$ cat config.mk
export PLATFORM = sky130hd
export DESIGN_NAME = lqrsf_sqrt
export DESIGN_NICKNAME = d
export VERILOG_FILES = /design/src/hw/rtl/lqrsf_pkg.sv /design/src/hw/rtl/lqrsf_sqrt.sv
export SDC_FILE = /design/constraint.sdc
export NUM_CORES = 2
export LEC_CHECK = 0
export BUFFER_PORTS_ARGS = -buffer_cell sky130_fd_sc_hd__buf_4
export CAP_MARGIN = 20
export CORE_MARGIN = 3
export CORE_UTILIZATION = 50
export CTS_BUF_LIST = sky130_fd_sc_hd__clkbuf_2 sky130_fd_sc_hd__clkbuf_4 sky130_fd_sc_hd__clkbuf_8
export DETAILED_ROUTE_END_ITERATION = 10
export HOLD_SLACK_MARGIN = 0.05
export PLACE_DENSITY_LB_ADDON = 0.12
export SETUP_SLACK_MARGIN = 0.05
export SLEW_MARGIN = 20
export SYNTH_ARGS = -nofsm -noshare
export SYNTH_HDL_FRONTEND = slang
export SYNTH_SLANG_ARGS = --single-unit
$ cat constraint.sdc
create_clock -name clk -period 3.7 [get_ports clk]
set_input_delay 0.37 -clock clk [delete_from_list [all_inputs] [get_ports clk]]
set_output_delay 0.37 -clock clk [all_outputs]
set_load 0.01 [all_outputs]
$ cat src/hw/rtl/lqrsf_pkg.sv
package lqrsf_pkg;

    // field and datapath widths
    localparam int STATE_W     = 16;
    localparam int GAIN_W      = 16;
    localparam int ERR_W       = STATE_W + 1;
    localparam int PROD_W      = GAIN_W + ERR_W;
    localparam int TORQ_W      = PROD_W + 4;
    localparam int MAG_W       = TORQ_W - 1;
    localparam int INV_W       = 18;
    localparam int SCALED_W    = MAG_W + INV_W;
    localparam int RAD_SHIFT   = 4;
    localparam int RAD_W       = SCALED_W - RAD_SHIFT;
    localparam int ROOT_W      = RAD_W / 2;
    localparam int REM_W       = ROOT_W + 3;
    localparam int LIM_W       = 16;
    localparam int SPEED_W     = LIM_W + 1;
    localparam int CFG_IDX_W   = 3;
    localparam int CFG_DATA_W  = 18;

    // pipeline depth: front end, one stage per root bit, output stage
    localparam int FRONT_STAGES = 5;
    localparam int LATENCY      = FRONT_STAGES + ROOT_W + 1;

    // register reset values
    localparam logic signed [GAIN_W-1:0]  RST_GAIN_PEND_ANGLE = 16'sd3442;
    localparam logic signed [GAIN_W-1:0]  RST_GAIN_PEND_RATE  = 16'sd589;
    localparam logic signed [GAIN_W-1:0]  RST_GAIN_YAW_ANGLE  = 16'sd57;
    localparam logic signed [GAIN_W-1:0]  RST_GAIN_YAW_RATE   = 16'sd334;
    localparam logic signed [STATE_W-1:0] RST_SETPOINT        = 16'sd0;
    localparam logic [INV_W-1:0]          RST_INV_THRUST      = 18'd116978;
    localparam logic [LIM_W-1:0]          RST_SPEED_LIMIT     = 16'd51200;

    // register index map
    typedef enum logic [CFG_IDX_W-1:0] {
        REG_GAIN_PEND_ANGLE     = 3'd0,
        REG_GAIN_PEND_RATE      = 3'd1,
        REG_GAIN_YAW_ANGLE      = 3'd2,
        REG_GAIN_YAW_RATE       = 3'd3,
        REG_SETPOINT_PEND_ANGLE = 3'd4,
        REG_SETPOINT_YAW_ANGLE  = 3'd5,
        REG_INV_THRUST_CONST    = 3'd6,
        REG_SPEED_LIMIT         = 3'd7
    } reg_index_t;

    typedef struct packed {
        logic signed [STATE_W-1:0] pend_angle;
        logic signed [STATE_W-1:0] pend_rate;
        logic signed [STATE_W-1:0] yaw_angle;
        logic signed [STATE_W-1:0] yaw_rate;
    } in_t;

    typedef struct packed {
        logic signed [SPEED_W-1:0] motor_speed;
        logic                      clamped;
    } out_t;

    typedef struct packed {
        logic signed [GAIN_W-1:0]  gain_pend_angle;
        logic signed [GAIN_W-1:0]  gain_pend_rate;
        logic signed [GAIN_W-1:0]  gain_yaw_angle;
        logic signed [GAIN_W-1:0]  gain_yaw_rate;
        logic signed [STATE_W-1:0] setpoint_pend_angle;
        logic signed [STATE_W-1:0] setpoint_yaw_angle;
        logic [INV_W-1:0]          inv_thrust_const;
        logic [LIM_W-1:0]          speed_limit;
    } cfg_t;

    // control that travels with each beat
    typedef struct packed {
        logic vld;
        logic neg;
    } ctl_t;

endpackage

$ cat src/hw/rtl/lqrsf_sqrt.sv
module lqrsf_sqrt (
    input  logic                          clk,
    input  logic                          rst_n,
    input  lqrsf_pkg::ctl_t               ctl_in,
    input  logic [lqrsf_pkg::RAD_W-1:0]   rad_in,
    output lqrsf_pkg::ctl_t               ctl_out,
    output logic [lqrsf_pkg::ROOT_W-1:0]  root_out
);
    import lqrsf_pkg::*;

    // stage inputs (index 0 is the module input) and stage registers
    ctl_t               ctl_s    [0:ROOT_W-1];
    logic [RAD_W-1:0]   rad_s    [0:ROOT_W-1];
    logic [REM_W-1:0]   rem_s    [0:ROOT_W-1];
    logic [ROOT_W-1:0]  root_s   [0:ROOT_W-1];

    ctl_t               ctl_reg  [0:ROOT_W-1];
    logic [RAD_W-1:0]   rad_reg  [0:ROOT_W-1];
    logic [REM_W-1:0]   rem_reg  [0:ROOT_W-1];
    logic [ROOT_W-1:0]  root_reg [0:ROOT_W-1];

    // one root bit per stage, restoring digit recurrence
    for (genvar g = 0; g < ROOT_W; g++)
    begin : g_stage
        logic [REM_W-1:0]  rem_sh;
        logic [REM_W-1:0]  trial;
        logic [REM_W-1:0]  rem_next;
        logic [ROOT_W-1:0] root_next;
        logic [RAD_W-1:0]  rad_next;

        if (g == 0)
        begin : g_first
            assign ctl_s[g]  = ctl_in;
            assign rad_s[g]  = rad_in;
            assign rem_s[g]  = '0;
            assign root_s[g] = '0;
        end
        else
        begin : g_chain
            assign ctl_s[g]  = ctl_reg[g-1];
            assign rad_s[g]  = rad_reg[g-1];
            assign rem_s[g]  = rem_reg[g-1];
            assign root_s[g] = root_reg[g-1];
        end

        // bring down the next radicand bit pair and try the next root bit
        always_comb
        begin
            rem_sh   = {rem_s[g][REM_W-3:0], rad_s[g][RAD_W-1 -: 2]};
            trial    = {1'b0, root_s[g], 2'b01};
            rad_next = {rad_s[g][RAD_W-3:0], 2'b00};
            if (rem_sh >= trial)
            begin
                rem_next  = rem_sh - trial;
                root_next = {root_s[g][ROOT_W-2:0], 1'b1};
            end
            else
            begin
                rem_next  = rem_sh;
                root_next = {root_s[g][ROOT_W-2:0], 1'b0};
            end
        end

        always_ff @(posedge clk or negedge rst_n)
        begin
            if (!rst_n)
            begin
                ctl_reg[g] <= '0;
            end
            else
            begin
                ctl_reg[g] <= ctl_s[g];
            end
        end

        always_ff @(posedge clk)
        begin
            rad_reg[g]  <= rad_next;
            rem_reg[g]  <= rem_next;
            root_reg[g] <= root_next;
        end
    end

    assign ctl_out  = ctl_reg[ROOT_W-1];
    assign root_out = root_reg[ROOT_W-1];

    // valid and sign come out of the last stage unchanged, one stage per bit
    a_sqrt_latency: assert property (@(posedge clk) disable iff (!rst_n)
        ctl_out.vld |-> $past(ctl_in.vld, ROOT_W))
        else $error("root pipeline valid out of step");

    a_sqrt_sign: assert property (@(posedge clk) disable iff (!rst_n)
        ctl_out.vld |-> ctl_out.neg == $past(ctl_in.neg, ROOT_W))
        else $error("root pipeline sign out of step");

endmodule

==> flow_summary.ini <==
[drt]
route.detailed.drc = 0
vias_per_cell = 4.97
wl_per_cell_um = 15.2
drt_iter0_drc = 1673
final_antenna_net_count = 0
vias = 36900
dr.pass1.iters = 5
routed_wl_um = 113000

[sta]
fin_crit_ns = 3.29
final_max_slew_viol_count = 0
fin_setup_tns_ns = 0
slew_headroom = 0.479
setup_violations = 0
finalCritPeriodShare = 0.889
clock.fmax_mhz = 304
final_hold_viol_count = 0
worst_slack_ns = 0.412
fin_skew_ns = 0.0565
tightest_slew_ns = 0.779
rsz0062_at_grt = false

[yosys]
ys_types = 88
yosysWarnings = 0
synthArstFlopShare = 0.0320
synth_fp_nets = 5768
netlist_instances = 5362
synth-seq-area-share = 0.564
synth_enable_flop_cells = 0
synth_flop_cell = dfxtp_1
syn_area_per_cell_um2 = 10.4
syn_area_um2 = 56000
synth_seq_cells = 1564

[critical_path]
worstPathRequired_ns = 4.53
cp-start-kind = flop
reg2reg_depth = 9
worstReg2RegStart = rem_reg[0][208]
critical_path_class = flop to flop
worstPathMaxFanout = 5
r2r_end = rem_reg[1][14]
r2r_slack_ns = 0.41
crit_path_end_kind = flop
cp.arrival_ns = 4.11

[pwr]
ir_drop_uv = 407
combPwrFrac = 0.172
clkPwrFrac = 0.345
sw_frac_of_total = 0.282
p_switching_mw = 12.7
pwr_density_cell_nw_per_um2 = 695
p_int_mw = 32.4
p_leak_nw = 30.9
seqPwrFrac = 0.483

[cts]
root_buffer = clkbuf_8
insertion_delay_ns = 0.90
cts_tree = built
clockBufferDepth = 3
clock_sinks = 1564
h-tree-depth = 4
clk_pin_slew_ns = 0.06
postCtsResizedCells = 0
cts_made_buffers = 236

[grt]
grt_max_degree = 51
grt_first_pass_wirelength_um = 185000
grt_usage = 0.196
grt_pass1_vias = 37200
grt_antenna_before_repair = 1
globalRouteOverflowTotal = 0

[hold_path]
hold_depth = 2
hold_path.class = primary input to flop
worstHoldStart = rad_in[34]
min_to = rad_reg[0][34]

[die]
die_w_um = 341
core_um2 = 111000
row_count = 122
dieArea_um2 = 116000
die-height_um = 341
boundaryPins = 81
start_util = 0.505

[finish]
drive_above_1_share = 0.110
largest_reg_flops = 600
nets = 6139
syn2layout_area_growth_pct = 16.2
final_cell_area_um2 = 65000

[place]
dp_hpwl_um = 83500
io_buffer_count = 80
pre_cts_ws_ns = 0.439
gp_congestion = 0.860
placed_cell_area_um2 = 58400

[flow_run]
maxCapViolCount = 0

[outcome]
outcome = completed
[critical path: stages, from the launching register on]
cell and delay [ns]:
dfxtp_1 0.31, or4_1 0.55, or3_1 0.42, nor4_2 0.21
nand2b_1 0.12, or4_1 0.55, o31ai_1 0.58, nor2_1 0.20
nand3b_1 0.15, xnor2_1 0.12
[cell usage after synthesis (19+ instances only)]
cell type	instances	area share
nor2_1	302	0.020
nand2_1	369	0.025
o21ai_0	296	0.026
xnor2_1	256	0.040
dfxtp_1	1514	0.54
inv_1	433	0.029
dfrtp_1	50	0.022
nor3_1	117	0.010
a211oi_1	29	0.0039
or3_1	53	0.0059
and3_1	22	0.0025
nor2b_1	56	0.0063
clkbuf_1	76	0.0051
o31ai_1	33	0.0044
a31oi_1	23	0.0026
mux2_2	43	0.0087
ha_1	352	0.079
nand3b_1	20	0.0027
nand2b_1	76	0.0085
nand3_1	70	0.0063
or4_1	31	0.0042
a21o_1	151	0.020
xor2_1	221	0.035
o21bai_1	30	0.0040
a21oi_1	304	0.027
or2_2	19	0.0021
o21a_1	73	0.0098
nand4_1	51	0.0057
nor4_1	67	0.0075
[placed cells by master, fill, tap and decap left out, types with 67 or more instances in the layout]
cell and n:
nor3_1 115, xnor2_1 256, o21ai_0 296, xor2_1 221
a21o_1 151, inv_1 433, clkbuf_8 302, dlygate4sd3_1 102
o21a_1 73, clkbuf_4 83, nor4_1 67, nand2_1 369
nor2_1 301, ha_1 352, dfxtp_1 1514, a21oi_1 303
nand3_1 70, nand2b_1 76, buf_4 115
[worst max path at each step]
stage | start | endpoint | cells after the start
CTS | rem_reg[0][208] | rem_reg[1][14] | 9
global route | root_reg[5][50] | rem_reg[2][203] | 12
detailed placement | rem_reg[0][208] | rem_reg[1][14] | 9
global placement | root_reg[3][53] | rem_reg[1][202] | 10
finish | rem_reg[0][208] | rem_reg[1][14] | 9
floorplan | root_reg[5][0] | rem_reg[2][155] | 10
[metrics by stage]
step,util,hold WS [ns],total power [mW],std cells
2_1_floorplan,-,0.0744,27.4,5362
3_3_place_gp,0.527,0.309,29.8,6880
3_5_place_dp,0.527,0.312,29.9,6880
4_1_cts,0.587,0.0575,45.7,7422
5_1_grt,0.587,0.105,47.8,7423
6_report,0.587,0.171,45.1,7423
[routing by layer]
layer,vias up,share of wire,GRT usage
li1,19000,-,-
met1,17100,0.43,0.230
met2,608,0.51,0.353
met3,197,0.036,0.0366
met4,0,0.030,0.0727
met5,-,0,0
[kinds of logic (layout without fill, tap and decap cells)]
kind of cell,count (synthesis),in the layout,share of synthesized area
and+or+nand+nor,1323,1323,0.118
other,1,2,0.0000670
adders and majority gates,352,352,0.0787
DFF,1564,1564,0.564
buffers and inverters,524,1096,0.0356
xor gates and xnor gates,477,477,0.0747
AOI/OAI and AO/OA,1074,1074,0.119
muxes,47,47,0.00937
[layout make-up]
| class | instances | area, um^2 |
|---|---|---|
| clock inverter | 54 | 751 |
| antenna | 1 | 2.50 |
| inverter | 437 | 1650 |
| fill | 9623 | 45800 |
| sequential | 1564 | 31600 |
| multi-input combinational | 3274 | 22400 |
| timing repair buffer | 220 | 1950 |
| clock buffer | 385 | 4780 |
| tap | 1488 | 1860 |
[power groups by stage]
stage / clock [mW] / combinational, mW / sequential [mW]
after global routing: 16.9 / 8.81 / 22.1
after detailed placement: 0 / 7.68 / 22.2
after floorplan: 0 / 6.02 / 21.3
after CTS: 16.1 / 7.82 / 21.8
after global placement: 0 / 7.62 / 22.2
final: 15.6 / 7.78 / 21.8
[timing repair]
item                                   4_1_cts  5_1_grt
hold buffers                               103        0
endpoints found under the hold margin      103        0
setup buffers                                0        0
No activity file was read; power rests on OpenSTA's default activity.
