==> config.mk <==
export PLATFORM = sky130hd
export DESIGN_NAME = lqrsf_clamp
export DESIGN_NICKNAME = d
export VERILOG_FILES = /design/src/hw/rtl/lqrsf_pkg.sv /design/src/hw/rtl/lqrsf_clamp.sv
export SDC_FILE = /design/constraint.sdc
export NUM_CORES = 1
export LEC_CHECK = 0
export ABC_CLOCK_PERIOD_IN_PS = 1300
export BUFFER_PORTS_ARGS = -buffer_cell sky130_fd_sc_hd__clkbuf_2
export CORE_MARGIN = 2
export CORE_UTILIZATION = 49
export CTS_CLUSTER_SIZE = 14
export DETAILED_ROUTE_END_ITERATION = 12
export GPL_TIMING_DRIVEN = 0
export MAX_ROUTING_LAYER = met4
export PLACE_DENSITY_LB_ADDON = 0.1
export SLEW_MARGIN = 25
export SYNTH_ARGS = -nofsm -noshare
export SYNTH_HDL_FRONTEND = slang
export SYNTH_SLANG_ARGS = --single-unit
==> constraint.sdc <==
create_clock -name clk -period 1.3 [get_ports clk]
set_clock_uncertainty 0.2 [all_clocks]
set_input_delay 0.13 -clock clk [delete_from_list [all_inputs] [get_ports clk]]
set_output_delay 0.13 -clock clk [all_outputs]
set_load 0.1 [all_outputs]
==> src/hw/rtl/lqrsf_pkg.sv <==
package lqrsf_pkg;

    // field and datapath widths
    localparam int STATE_W     = 16;
    localparam int GAIN_W      = 16;
    localparam int ERR_W       = STATE_W + 1;
    localparam int PROD_W      = GAIN_W + ERR_W;
    localparam int TORQ_W      = PROD_W + 4;
    localparam int MAG_W       = TORQ_W - 1;
    localparam int INV_W       = 18;
    localparam int SCALED_W    = MAG_W + INV_W;
    localparam int RAD_SHIFT   = 4;
    localparam int RAD_W       = SCALED_W - RAD_SHIFT;
    localparam int ROOT_W      = RAD_W / 2;
    localparam int REM_W       = ROOT_W + 3;
    localparam int LIM_W       = 16;
    localparam int SPEED_W     = LIM_W + 1;
    localparam int CFG_IDX_W   = 3;
    localparam int CFG_DATA_W  = 18;

    // pipeline depth: front end, one stage per root bit, output stage
    localparam int FRONT_STAGES = 5;
    localparam int LATENCY      = FRONT_STAGES + ROOT_W + 1;

    // register reset values
    localparam logic signed [GAIN_W-1:0]  RST_GAIN_PEND_ANGLE = 16'sd3442;
    localparam logic signed [GAIN_W-1:0]  RST_GAIN_PEND_RATE  = 16'sd589;
    localparam logic signed [GAIN_W-1:0]  RST_GAIN_YAW_ANGLE  = 16'sd57;
    localparam logic signed [GAIN_W-1:0]  RST_GAIN_YAW_RATE   = 16'sd334;
    localparam logic signed [STATE_W-1:0] RST_SETPOINT        = 16'sd0;
    localparam logic [INV_W-1:0]          RST_INV_THRUST      = 18'd116978;
    localparam logic [LIM_W-1:0]          RST_SPEED_LIMIT     = 16'd51200;

    // register index map
    typedef enum logic [CFG_IDX_W-1:0] {
        REG_GAIN_PEND_ANGLE     = 3'd0,
        REG_GAIN_PEND_RATE      = 3'd1,
        REG_GAIN_YAW_ANGLE      = 3'd2,
        REG_GAIN_YAW_RATE       = 3'd3,
        REG_SETPOINT_PEND_ANGLE = 3'd4,
        REG_SETPOINT_YAW_ANGLE  = 3'd5,
        REG_INV_THRUST_CONST    = 3'd6,
        REG_SPEED_LIMIT         = 3'd7
    } reg_index_t;

    typedef struct packed {
        logic signed [STATE_W-1:0] pend_angle;
        logic signed [STATE_W-1:0] pend_rate;
        logic signed [STATE_W-1:0] yaw_angle;
        logic signed [STATE_W-1:0] yaw_rate;
    } in_t;

    typedef struct packed {
        logic signed [SPEED_W-1:0] motor_speed;
        logic                      clamped;
    } out_t;

    typedef struct packed {
        logic signed [GAIN_W-1:0]  gain_pend_angle;
        logic signed [GAIN_W-1:0]  gain_pend_rate;
        logic signed [GAIN_W-1:0]  gain_yaw_angle;
        logic signed [GAIN_W-1:0]  gain_yaw_rate;
        logic signed [STATE_W-1:0] setpoint_pend_angle;
        logic signed [STATE_W-1:0] setpoint_yaw_angle;
        logic [INV_W-1:0]          inv_thrust_const;
        logic [LIM_W-1:0]          speed_limit;
    } cfg_t;

    // control that travels with each beat
    typedef struct packed {
        logic vld;
        logic neg;
    } ctl_t;

endpackage

==> src/hw/rtl/lqrsf_clamp.sv <==
module lqrsf_clamp (
    input  logic                          clk,
    input  logic                          rst_n,
    input  lqrsf_pkg::ctl_t               ctl_in,
    input  logic [lqrsf_pkg::ROOT_W-1:0]  root,
    input  logic [lqrsf_pkg::LIM_W-1:0]   speed_limit,
    output logic                          done,
    output lqrsf_pkg::out_t               result
);
    import lqrsf_pkg::*;

    logic                done_reg;
    out_t                result_reg, result_next;
    logic                over;
    logic [LIM_W-1:0]    mag_sel;
    logic [SPEED_W-1:0]  mag_ext;

    // saturate the magnitude, then restore the sign
    always_comb
    begin
        over                    = root > ROOT_W'(speed_limit);
        mag_sel                 = over ? speed_limit : root[LIM_W-1:0];
        mag_ext                 = SPEED_W'(mag_sel);
        result_next.motor_speed = ctl_in.neg ? -signed'(mag_ext) : signed'(mag_ext);
        result_next.clamped     = over;
    end

    always_ff @(posedge clk or negedge rst_n)
    begin
        if (!rst_n)
        begin
            done_reg <= 1'b0;
        end
        else
        begin
            done_reg <= ctl_in.vld;
        end
    end

    always_ff @(posedge clk)
    begin
        result_reg <= result_next;
    end

    assign done   = done_reg;
    assign result = result_reg;

    // a clamped beat carries exactly the limit, with either sign
    a_clamp_value: assert property (@(posedge clk) disable iff (!rst_n)
        done_reg && result_reg.clamped |->
            (result_reg.motor_speed == signed'(SPEED_W'(speed_limit)))
         || (result_reg.motor_speed == -signed'(SPEED_W'(speed_limit))))
        else $error("clamped speed differs from limit");

endmodule

==> results.toml, run 1 <==
[grt]
grt_max_degree = 11
antenna_found_initial = 0

[cts]
root_buffer = "clkbuf_4"
numCtsBuffers = 3
htreeDepth = 1
clockBufferDepth = 2
cts_sinks = 19

[placed_design]
gp_congestion = 0.865
post_dp_cell_area_um2 = 2170
hpwl_um = 3520
io_buffers = 62

[logic_synthesis]
synth_area_leaders = "dfxtp_1 (22%), ha_1 (13%), xnor2_1 (13%), a21oi_1 (5.0%), inv_1 (4.4%)"
synth.avg_cell_area_um2 = 8.14
syn-instance-count = 197
synth-seq-cells = 19
synth_area_leader_cell = "dfxtp_1"
synth_top_area_share = 0.225
syn_area_um2 = 1600
synth_nets = 259
synth_cell_type_count = 39
yosysSeqAreaShare = 0.240
yosysWarnings = 0

[floorplan]
rows = 20
initial_utilization = 0.521
die_w_um = 61.2
io-pin-count = 64
dieHeight_um = 61.2

[outcome]
outcome = "did not finish"
error = "[ERROR DPL-0033] detailed placement checks failed during check placement."
stop_stage = "global routing"

[timing]
grt_worst_setup_endpoint = "result[15]$_DFF_P_/D"
endpoint_type = "sequential cell input"
==> Yosys cell counts (all sizes together) <==
library cell	count
a2111oi	2
a211oi	1
a21oi	16
a311oi	1
a41oi	1
and4	2
and4b	1
buf	2
clkbuf	4
dfrtp	1
dfxtp	18
ha	17
inv	19
mux2i	3
nand2	13
nand2b	4
nand3b	1
nand4	4
nor2	17
nor2b	1
nor3	3
nor4	3
o211ai	1
o21a	1
o21ai	14
o22ai	1
o31ai	6
o41ai	5
or3	5
or4	3
xnor2	24
xor2	3
==> metrics by stage <==
step                       util  setup slack [ps]  std cells  hold WS [ps]
after floorplan               -             -1810        197          -366
after global placement    0.704             -2360        303          -295
after detailed placement  0.704             -2350        303          -293
after CTS                 0.870             -1660        324         -66.3
==> timing repair <==
action / in CTS
hold buffers: 6
hold endpoints to repair: 6
gates resized for setup: 71
pin swaps: 20
endpoints found under the setup margin: 37
buffers inserted: 11
==> cells by family after synthesis <==
kind of cell / synth area share
buf+inv: 0.0601
fa+ha+maj: 0.133
mux: 0.0187
compound gates: 0.201
flops: 0.240
simple gates: 0.195
xor+xnor: 0.152
==> run 2, diff against run 1 <==
Settings changed: CORE_UTILIZATION 49 to 34, CTS_CLUSTER_SIZE 14 to unset, MAX_ROUTING_LAYER met4 to unset, PLACE_DENSITY_LB_ADDON 0.1 to 0.15.
==> run 2 against run 1 <==
- the flow now finishes, with violations (design-rule violations, negative hold slack, negative setup slack)
- synthesized cell count did not move
- area after synthesis did not move
==> results.toml, run 2 <==
[drt]
drcViolationCount = 1
drtAntennaViolNets = 0
dr.pass1.iters = 8
routed_wirelength_um = 5090
wire_per_inst_um = 15.2
via_per_inst = 5.17
drt-initial-drc-count = 116
vias = 1733

[timing]
tightest_slew_ps = 684
maxSlewViolCount = 0
setup_viol = 18
fin_ws_ps = -1700
fin_tns_setup_ps = -19160
whs_ps = -26.6
hold_viol_final = 1
timing.fmax_mhz = 333
rsz0062_at_grt = "true"
maxSlewHeadroom = 0.544
fin_crit_sh = 2.31
finalCriticalPeriod_ps = 3000

[pwr]
leakage_nw = 1.21
irDropWorstVdd_mv = 0.462
pwr_density_cell_nw_per_um2 = 762

[cts]
clkTransAtPathRegs_ps = 60
htreeDepth = 1
ctsHoldBuffers = 3
clockBufferDepth = 2
cts_sinks = 19
cts_tree = "built"
root_buffer = "clkbuf_8"
numCtsBuffers = 3

[job]
maxCapViolCount = 0

[logic_synthesis]
syn_area_um2 = 1600
synth_nets = 259
yosysWarnings = 0
syn-instance-count = 197
netlist_top_cells_count = "xnor2_1 (24), inv_1 (19), dfxtp_1 (18)"
synth_area_leaders = "dfxtp_1 (22%), ha_1 (13%), xnor2_1 (13%), a21oi_1 (5.0%), inv_1 (4.4%)"
dominantRegCellSynth = "dfxtp_1"
synth_cell_type_count = 39
synth_most_common_cell = "xnor2_1"
yosysSeqAreaShare = 0.240
synth_area_leader_cell = "dfxtp_1"
synth.avg_cell_area_um2 = 8.14
ys_async_sr_fraction = 0.0526
synth-seq-cells = 19
synth-edff-count = 0
synth_top_area_share = 0.225

[final_layout]
area_growth_pct = 79.3
mostFrequentLayoutCell = "clkbuf_2"
utilization = 0.647
fin_area_um2 = 2880
n_antenna_cell = 0
final_cell_mix = "clkbuf_2 (26), xnor2_1 (22), clkbuf_4 (19)"
largest_reg_flops = 18
fillers = 374
layout-drive-gt1-share = 0.534
final_nets = 346

[worst_setup_path]
cp_top_family = "simple AND/OR/NAND/NOR gates"
critPathLaunchType = "input pin"
cp_max_fo = 5
crit_top_cell = "buf_4"
worstPathCellList = "clkbuf_8, ha_1, and4b_2, nand4_1, buf_4, nor2_4, o22ai_4, mux2i_4, ha_4, nor2b_4, or3_4, buf_4, o31ai_4, xnor2_2, nor2_1, a21oi_1"
worstPathArrival_ps = 2990
endpoint_kind = "flip-flop"
slowest_stage = "or3_4"
worst_ep_required_time_ps = 1280
crit_type = "input pin to flip-flop"
critPathMaxStageDelay_ps = 360
cp_num_buf_inv = 3

[grt]
antenna_found_initial = 0
grt_pass1_vias = 1691
grt_overflow = 0
grt_pass1_wl_um = 7900
gr-usage-all-layers = 0.191
grt_max_degree = 11

[worst_hold_path]
min_path_type = "input pin to flip-flop"

[placed_design]
post_dp_cell_area_um2 = 2180
gp_congestion = 0.849
hpwl_um = 3820
io_buffers = 62
post-place-ws_ps = -2400

[floorplan]
core_um2 = 4440
initial_utilization = 0.361
dieHeight_um = 72.7
die_w_um = 72.7
rows = 24
die-area_um2 = 5280
io-pin-count = 64

[outcome]
failed_checks = "design-rule violations, negative hold slack, negative setup slack"
outcome = "finished, violations left"
## run 2: cell counts after synthesis
No cell type changed its count.
## run 2: final timing paths
path,slack [ps],start,depth (start not counted),to
worst max-delay path,-1700,root[13],16,result[13]$_DFF_P_
min in group asynchronous,510,rst_n,3,done$_DFF_PN0_
worst min-delay path,-30,speed_limit[0],3,result[1]$_DFF_P_
max in group asynchronous,290,rst_n,3,done$_DFF_PN0_
## run 2: repair_timing
| item | CTS | global route |
|---|---|---|
| resized for setup | 80 | 28 |
| endpoints found under the hold margin | 3 | 1 |
| pin swaps | 19 | 10 |
| setup buffers | 12 | 7 |
| setup endpoints to repair | 37 | 18 |
| cloned | 0 | 1 |
## run 2: tightest hold or removal path, delay by kind of cell
family                 cells  cell delay (ps)
buffers and inverters      1              140
and+or+nand+nor            1               60
AOI/OAI and AO/OA          1               60
## run 2: final cells by class
type	count	area [µm²]	area share
clock buffers	4	45.0	0.0157
inverters	19	111	0.0387
well taps	52	65.1	0.0226
repair buffers	82	698	0.243
flip-flops and latches	19	385	0.134
multi-input cells	153	1520	0.528
plain buffers	6	51.3	0.0178
## run 2: cell families after synthesis
| logic type | synth area share |
|---|---|
| and+or+nand+nor | 0.195 |
| muxes | 0.0187 |
| AOI/OAI and AO/OA | 0.201 |
| xor gates and xnor gates | 0.152 |
| buffers and inverters | 0.0601 |
| DFF | 0.240 |
| adders and majority gates | 0.133 |
## run 2: per-layer routing
metal	track usage	up-vias	part of all wire
li1	-	877	-
met1	0.239	806	0.46
met2	0.336	46	0.50
met3	0.0235	4	0.031
met4	0.0658	0	0.010
met5	0	-	0
## run 2: power by group
group / internal (W) / switching [W]
clock: 0.000217 / 0.000174
combinational: 0.000402 / 0.000749
sequential: 0.000639 / 0.0000123
total: 0.00126 / 0.000935
## run 2: per-stage QoR
step / std cells / total power [W]
2_1_floorplan: 197 / 0.00138
3_3_place_gp: 311 / 0.00161
3_5_place_dp: 311 / 0.00161
4_1_cts: 329 / 0.00215
5_1_grt: 335 / 0.00230
6_report: 335 / 0.00219
Note: power is estimated with default switching activity, not from simulation.
